## src/sv/sjis_pkg.sv

```systemverilog
// Shared types and constants of the Shift-JIS to Unicode converter.
// No dependencies; imported by every module of the block.
package sjis_pkg;

   localparam int TABLE_DEPTH = 8192;
   localparam int TBL_AW      = (TABLE_DEPTH > 1) ? $clog2(TABLE_DEPTH) : 1;
   localparam int TBL_CW      = $clog2(TABLE_DEPTH + 1);

   localparam int IDX_W  = 13;
   localparam int KEY_W  = 16;
   localparam int CP_W   = 21;
   localparam int BYTE_W = 8;
   localparam int CNT_W  = 14;
   localparam int LIM_W  = 16;
   localparam int ENT_W  = KEY_W + CP_W;

   localparam int REQ_DATA_W = 64;
   localparam int RSP_DATA_W = 24;
   localparam int CSR_IW     = 1;
   localparam int CSR_DW     = 16;

   localparam logic [CSR_IW-1:0] CSR_ENTRY_COUNT = 1'd0;
   localparam logic [CSR_IW-1:0] CSR_CHAR_LIMIT  = 1'd1;

   localparam logic MODE_LOAD = 1'b0;
   localparam logic MODE_BYTE = 1'b1;

   localparam logic [CP_W-1:0]   REPLACEMENT = 21'h00FFFD;
   localparam logic [BYTE_W-1:0] LEAD_MARK   = 8'h80;

   typedef enum logic [1:0] {
      ST_IDLE,
      ST_SEARCH,
      ST_PUSH
   } state_type;

   typedef struct packed {
      logic              start;
      logic [KEY_W-1:0]  key;
      logic [TBL_CW-1:0] count;
   } srch_req_type;

   typedef struct packed {
      logic            done;
      logic            found;
      logic [CP_W-1:0] value;
   } srch_rsp_type;

   typedef struct packed {
      logic              we;
      logic [TBL_AW-1:0] addr;
      logic [ENT_W-1:0]  data;
   } tbl_wr_type;

   typedef struct packed {
      logic              re;
      logic [TBL_AW-1:0] addr;
   } tbl_rd_type;

endpackage

```

## src/sv/sjis_search.sv

```systemverilog
// In-order key search: walks the table one read per cycle, one shared compare.
// Depends on sjis_pkg; drives the read port of sjis_table.
module sjis_search (
   input  logic                       clock,
   input  logic                       reset,
   input  sjis_pkg::srch_req_type     req,
   output sjis_pkg::srch_rsp_type     rsp,
   output sjis_pkg::tbl_rd_type       rd,
   input  logic [sjis_pkg::ENT_W-1:0] rd_data
);
   import sjis_pkg::*;

   logic              busy_ff, busy_in;
   logic              pend_ff, pend_in;
   logic [TBL_CW-1:0] rd_addr_ff, rd_addr_in;
   logic [TBL_CW-1:0] count_ff, count_in;
   logic [KEY_W-1:0]  key_ff, key_in;
   logic              done_ff, done_in;
   logic              found_ff, found_in;
   logic [CP_W-1:0]   value_ff, value_in;
   logic              issue;
   logic              match;

   always_comb begin
      issue = busy_ff && (rd_addr_ff < count_ff);
      match = pend_ff && (rd_data[ENT_W-1 -: KEY_W] == key_ff);

      busy_in    = busy_ff;
      pend_in    = 1'b0;
      rd_addr_in = rd_addr_ff;
      count_in   = count_ff;
      key_in     = key_ff;
      done_in    = 1'b0;
      found_in   = found_ff;
      value_in   = value_ff;

      if (req.start) begin
         key_in     = req.key;
         count_in   = req.count;
         rd_addr_in = '0;
         if (req.count == '0) begin
            busy_in  = 1'b0;
            done_in  = 1'b1;
            found_in = 1'b0;
         end else begin
            busy_in = 1'b1;
         end
      end else if (busy_ff) begin
         rd_addr_in = rd_addr_ff + TBL_CW'(issue);
         pend_in    = issue;
         if (match) begin
            busy_in  = 1'b0;
            pend_in  = 1'b0;
            done_in  = 1'b1;
            found_in = 1'b1;
            value_in = rd_data[CP_W-1:0];
         end else if (pend_ff && !issue) begin
            busy_in  = 1'b0;
            done_in  = 1'b1;
            found_in = 1'b0;
         end
      end

      rd.re   = issue;
      rd.addr = rd_addr_ff[TBL_AW-1:0];
   end

   always_ff @(posedge clock) begin
      if (reset) begin
         busy_ff <= 1'b0;
         pend_ff <= 1'b0;
         done_ff <= 1'b0;
      end else begin
         busy_ff <= busy_in;
         pend_ff <= pend_in;
         done_ff <= done_in;
      end
      rd_addr_ff <= rd_addr_in;
      count_ff   <= count_in;
      key_ff     <= key_in;
      found_ff   <= found_in;
      value_ff   <= value_in;
   end

   assign rsp.done  = done_ff;
   assign rsp.found = found_ff;
   assign rsp.value = value_ff;

   a_addr_bound: assert property (@(posedge clock) disable iff (reset)
      busy_ff |-> rd_addr_ff <= count_ff)
      else $error("search address ran past entry count");
   a_no_restart: assert property (@(posedge clock) disable iff (reset)
      req.start |-> !busy_ff)
      else $error("search started while busy");
   a_pend_from_issue: assert property (@(posedge clock) disable iff (reset)
      pend_ff |-> $past(issue))
      else $error("compare without a read issued");

endmodule
```

## config.mk

```make
export PLATFORM = sky130hd
export DESIGN_NAME = sjis_search
export DESIGN_NICKNAME = d
export VERILOG_FILES = /design/src/sv/sjis_pkg.sv /design/src/sv/sjis_search.sv
export SDC_FILE = /design/constraint.sdc
export NUM_CORES = 1
export LEC_CHECK = 0
export BUFFER_PORTS_ARGS = -buffer_cell sky130_fd_sc_hd__buf_2
export CAP_MARGIN = 0
export CORE_UTILIZATION = 30
export DETAILED_ROUTE_END_ITERATION = 12
export SLEW_MARGIN = 20
export SYNTH_ARGS = -nofsm -noshare
export SYNTH_HDL_FRONTEND = slang
export SYNTH_SLANG_ARGS = --single-unit
```

## constraint.sdc

```tcl
create_clock -name clock -period 7.6 [get_ports clock]
set_input_delay 1.52 -clock clock [delete_from_list [all_inputs] [get_ports clock]]
set_output_delay 1.52 -clock clock [all_outputs]
set_load 0.1 [all_outputs]
```

Yosys cells after proc, flatten, opt, wreduce, memory -nomap -nowiden --
Index checks and enable logic that the tools add are counted.
Operators by class: eq/ne operators 2, order comparisons 1, add/subtract/negate cells 1, bitwise gates (word level) 2, reductions and logical operators 10, muxes and demuxes 15
Operators by type and width (number):
- equality test 16 bit | 1
- 2-to-1 mux 1 bit | 15
- adder 14 x 1 -> 14 bit | 1
- logical NOT 14 bit | 1
- less-than comparator 14 bit | 1
- AND reduction 3 bit | 2
- OR reduction 4 bit | 1
- logical AND 1 bit | 3
- nonzero test 3 bit | 1
- != test 2 x 1 -> 1 bit, second input constant | 1
- inverter 1 bit | 2
- nonzero test 2 bit | 1
- logical NOT 1 bit | 1
Word-level totals: word-level logic and storage cells 39, register bits 69, output and inout bits 37

Depth between registers and ports, before layout --
depth after elaboration 8, mapped depth 12, mapped depth without buffers 12

Worst setup path before layout --
OpenSTA, ideal clock, no wires.
path type in2reg, start point input rd_data[34] (netlist bit), end point register value_ff[0], enable pin, stages 5, path slack 3299 ps, path buffers 0, arrival 3871 ps, library setup time 430 ps, cells stage by stage xnor2_1 > nand4_1 > nor4_2 > nand2_1 > nor3b_1
Between the ends: word-level cells in the longest chain between the ends 3
RTL lines:
- from (decl) | RTL line sjis_search.sv:9 | input logic [sjis_pkg::ENT_W-1:0] rd_data
- equality test 16 bit | RTL line sjis_search.sv:26 | match = pend_ff && (rd_data[ENT_W-1 -: KEY_W] == key_ff);
- logical AND 1 bit | RTL line sjis_search.sv:26
- AND reduction 3 bit (no line)
- to (signal assigned) | RTL line sjis_search.sv:82 | value_ff <= value_in;
- to (decl) | RTL line sjis_search.sv:20 | logic [CP_W-1:0] value_ff, value_in;
Every way passes these cells. A chain may end at the register's enable or synchronous reset.

==> metrics.yaml <==
run:
  max_cap_violations: 0
synthesis:
  synth_seq_cells: 69
  synth_edf_count: 52
  ys_seq_area_share_pct: 63.5
  netlist_instances: 225
  yosys.area.top_type_share_pct: 52.2
  yosysMostFrequentCell: "edfxtp_1"
  syn_area_sq_mm: 0.00299
  synth_cell_types: 34
  ys_warn_count: 0
  synth_area_leaders: "edfxtp_1 52%, dfxtp_1 11%, ha_1 6.3%, xnor2_1 5.0%, buf_4 4.3%"
  synth-main-ff-cell: "edfxtp_1"
  synth_top_cell_by_area: "edfxtp_1"
  async_flop_share_pct: 0
  syn_avg_cell_area_sq_um: 13.3
  syn-num-nets: 310
  synthTopCellsByCount: "52 x edfxtp_1, 17 x buf_4, 17 x dfxtp_1, 17 x nor2_1, 17 x xnor2_1"
die:
  dieArea_sq_mm: 0.0104
  initial_core_util_pct: 30.8
  rows: 36
  io_pins: 107
  die_w_microns: 102
  die_h_microns: 102
  core_sq_mm: 0.00973
worst_hold_path:
  min-delay-start: "rd_addr_ff[13]"
  hold-path-endpoint: "rd_addr_ff[13]"
  hp-class: "reg -> reg"
  holdPathStages: 2
route:
  met3_wirelength_microns: 370
  drt_pre_antenna_iters: 4
  num_vias: 1908
  met1_length_microns: 2380
  drc: 0
  wl_microns: 5750
  ant_nets: 0
  wire_per_inst_microns: 12.5
  drtIter0Drc: 54
  vias_per_cell: 4.13
  route.met2.wl_microns: 2890
  dr.max_layer_used: "met4"
clocking:
  numCtsBuffers: 9
  ctsHtreeMaxLevel: 3
  cts_root_buffer: "clkbuf_8"
  clock_latency_ns: 0.34
  cts.repair.resized: 0
  cts_max_path_buffers: 2
  clkTransAtPathRegs_ns: 0.08
  clkSinkCount: 69
  post-cts-setup-buffer-count: 0
  cts_hold_buf: 0
  cts_tree: "built"
timing:
  rsz0062_at_grt: "false"
  setup_viol: 0
  tightest_slew_ns: 0.576
  slew_headroom_pct: 61.6
  skew_ns: 0.00929
  min_period_over_period_pct: 51.1
  timing.fmax_ghz: 0.258
  hold_violations: 0
  fin_setup_tns_ns: 0
  setup_ws_ns: 3.72
  slew_viol_final: 0
  period_needed_ns: 3.88
critical_path:
  crit_required_ns: 6.08
  worstSetupPathType: "reg -> out"
  worstPathMaxFanout: 5
  rr_worst_depth: 10
  crit_arrival_ns: 2.36
  r2r_end: "rd_addr_ff[7]"
  crit_path_start_kind: "flop"
  endpoint_kind: "output pin"
  reg2reg_from: "rd_addr_ff[11]"
  regToRegSetupSlack_ns: 4.94
place:
  dp_cells: 446
  place_hpwl_microns: 4330
  port_buffers: 106
  pre_cts_ws_ns: 4.07
  gp_congestion: 0.716
power:
  p_clk_share_pct: 40.1
  netSwitchingFraction_pct: 22.2
  totalPowerFinal_mw: 0.812
  p_per_area_mw_per_mm2: 215
  p_int_mw: 0.631
  p_sw_mw: 0.180
  seq_power_share_pct: 52.6
  power_leakage_nw: 1.65
  peakVddDrop_uv: 108
  combPwrFrac_pct: 7.3
cells_and_area:
  fin_cells: 462
  area_growth_pct: 26.4
  nets: 409
  drive_gt1_share_pct: 39.2
  n_antenna_cell: 0
global_routing:
  grt-ovfl-total: 0
  grt_pass1_vias: 1845
  grt_max_degree: 51
  antenna_found_initial: 0
  grt_pass1_wl_microns: 8740
  grtUsageTotal_pct: 11.6
run_status:
  status: "finished, final reports clean"
layer usage:
metal / GRT usage [%] / up-vias
met2: 19.2 / 60
met5: 0 / -
met1: 12.7 / 852
li1: - / 988
met3: 4.17 / 8
met4: 7.03 / 0
sequential cells by signal, summed over array words and instances, names as in the netlist:
| name | cells |
|---|---|
| key_ff | 16 |
| busy_ff | 1 |
| rd_addr_ff | 14 |
| count_ff | 14 |
| found_ff | 1 |
| value_ff | 21 |
| pend_ff | 1 |
| done_ff | 1 |
cells in the final DEF, fill, tap and decap left out, drive strengths merged:
cell type	n
a211oi	1
a21o	4
a21oi	6
a221o	1
and3	6
and4	2
buf	108
bufinv	2
clkbuf	9
clkinv	3
clkinvlp	1
dfxtp	17
edfxtp	52
ha	15
inv	15
mux2i	2
nand2	12
nand2b	1
nand3	6
nand3b	1
nand4	8
nor2	17
nor2b	1
nor3b	1
nor4	4
o21ai	3
o221ai	1
o32ai	1
or2	1
or4	1
xnor2	17
xor2	10
logic make-up (layout without fill, tap and decap cells):
group	Yosys count	count (layout)	synth area share, %
flops	69	69	63.5
simple gates	61	61	11.2
buf+inv	34	138	6.44
xor+xnor	27	27	7.90
compound gates	17	17	3.97
fa+ha+maj	15	15	6.27
mux	2	2	0.669
worst max path at each step:
stage / slack [ns] / cells after the start / endpoint / start
finish: 3.72 / 6 / rd[13] / rd_addr_ff[11]
global route: 3.62 / 6 / rd[13] / rd_addr_ff[11]
CTS: 3.67 / 6 / rd[13] / rd_addr_ff[11]
detailed placement: 4.07 / 6 / rd[13] / rd_addr_ff[11]
global placement: 4.12 / 6 / rd[13] / rd_addr_ff[11]
floorplan: 3.30 / 5 / value_ff[0] / rd_data[34]
power by group through the flow:
stage	clock, mW	sequential, mW	combinational [mW]
6_report	0.325	0.427	0.0595
4_1_cts	0.337	0.427	0.0608
5_1_grt	0.351	0.428	0.0665
2_1_floorplan	0	0.433	0.0349
3_3_place_gp	0	0.435	0.0591
3_5_place_dp	0	0.435	0.0604
per-stage QoR:
stage | utilization, % | area (sq um) | hold slack [ns]
2_1_floorplan | - | 2990 | 0.480
3_3_place_gp | 36.7 | 3570 | 0.505
3_5_place_dp | 36.7 | 3570 | 0.509
4_1_cts | 38.9 | 3780 | 0.529
5_1_grt | 38.9 | 3780 | 0.560
6_report | 38.9 | 3780 | 0.526
final cells by class:
cell class                      count  area (sq um)
Sequential cell                    69          1900
Multi-Input combinational cell    122           903
Clock inverter                      7          88.8
Clock buffer                        9           124
Timing Repair Buffer              108           546
Inverter                           14          52.6
Tap cell                          133           166
Fill cell                         996          5950
critical path: stages (launching register included):
cell and delay, ns:
dfxtp_1 0.41, ha_1 0.28, a21o_1 0.16, a21o_1 0.17
a221o_1 0.34, a21oi_2 0.19, buf_2 0.46
No activity file was read; power rests on OpenSTA's default activity.
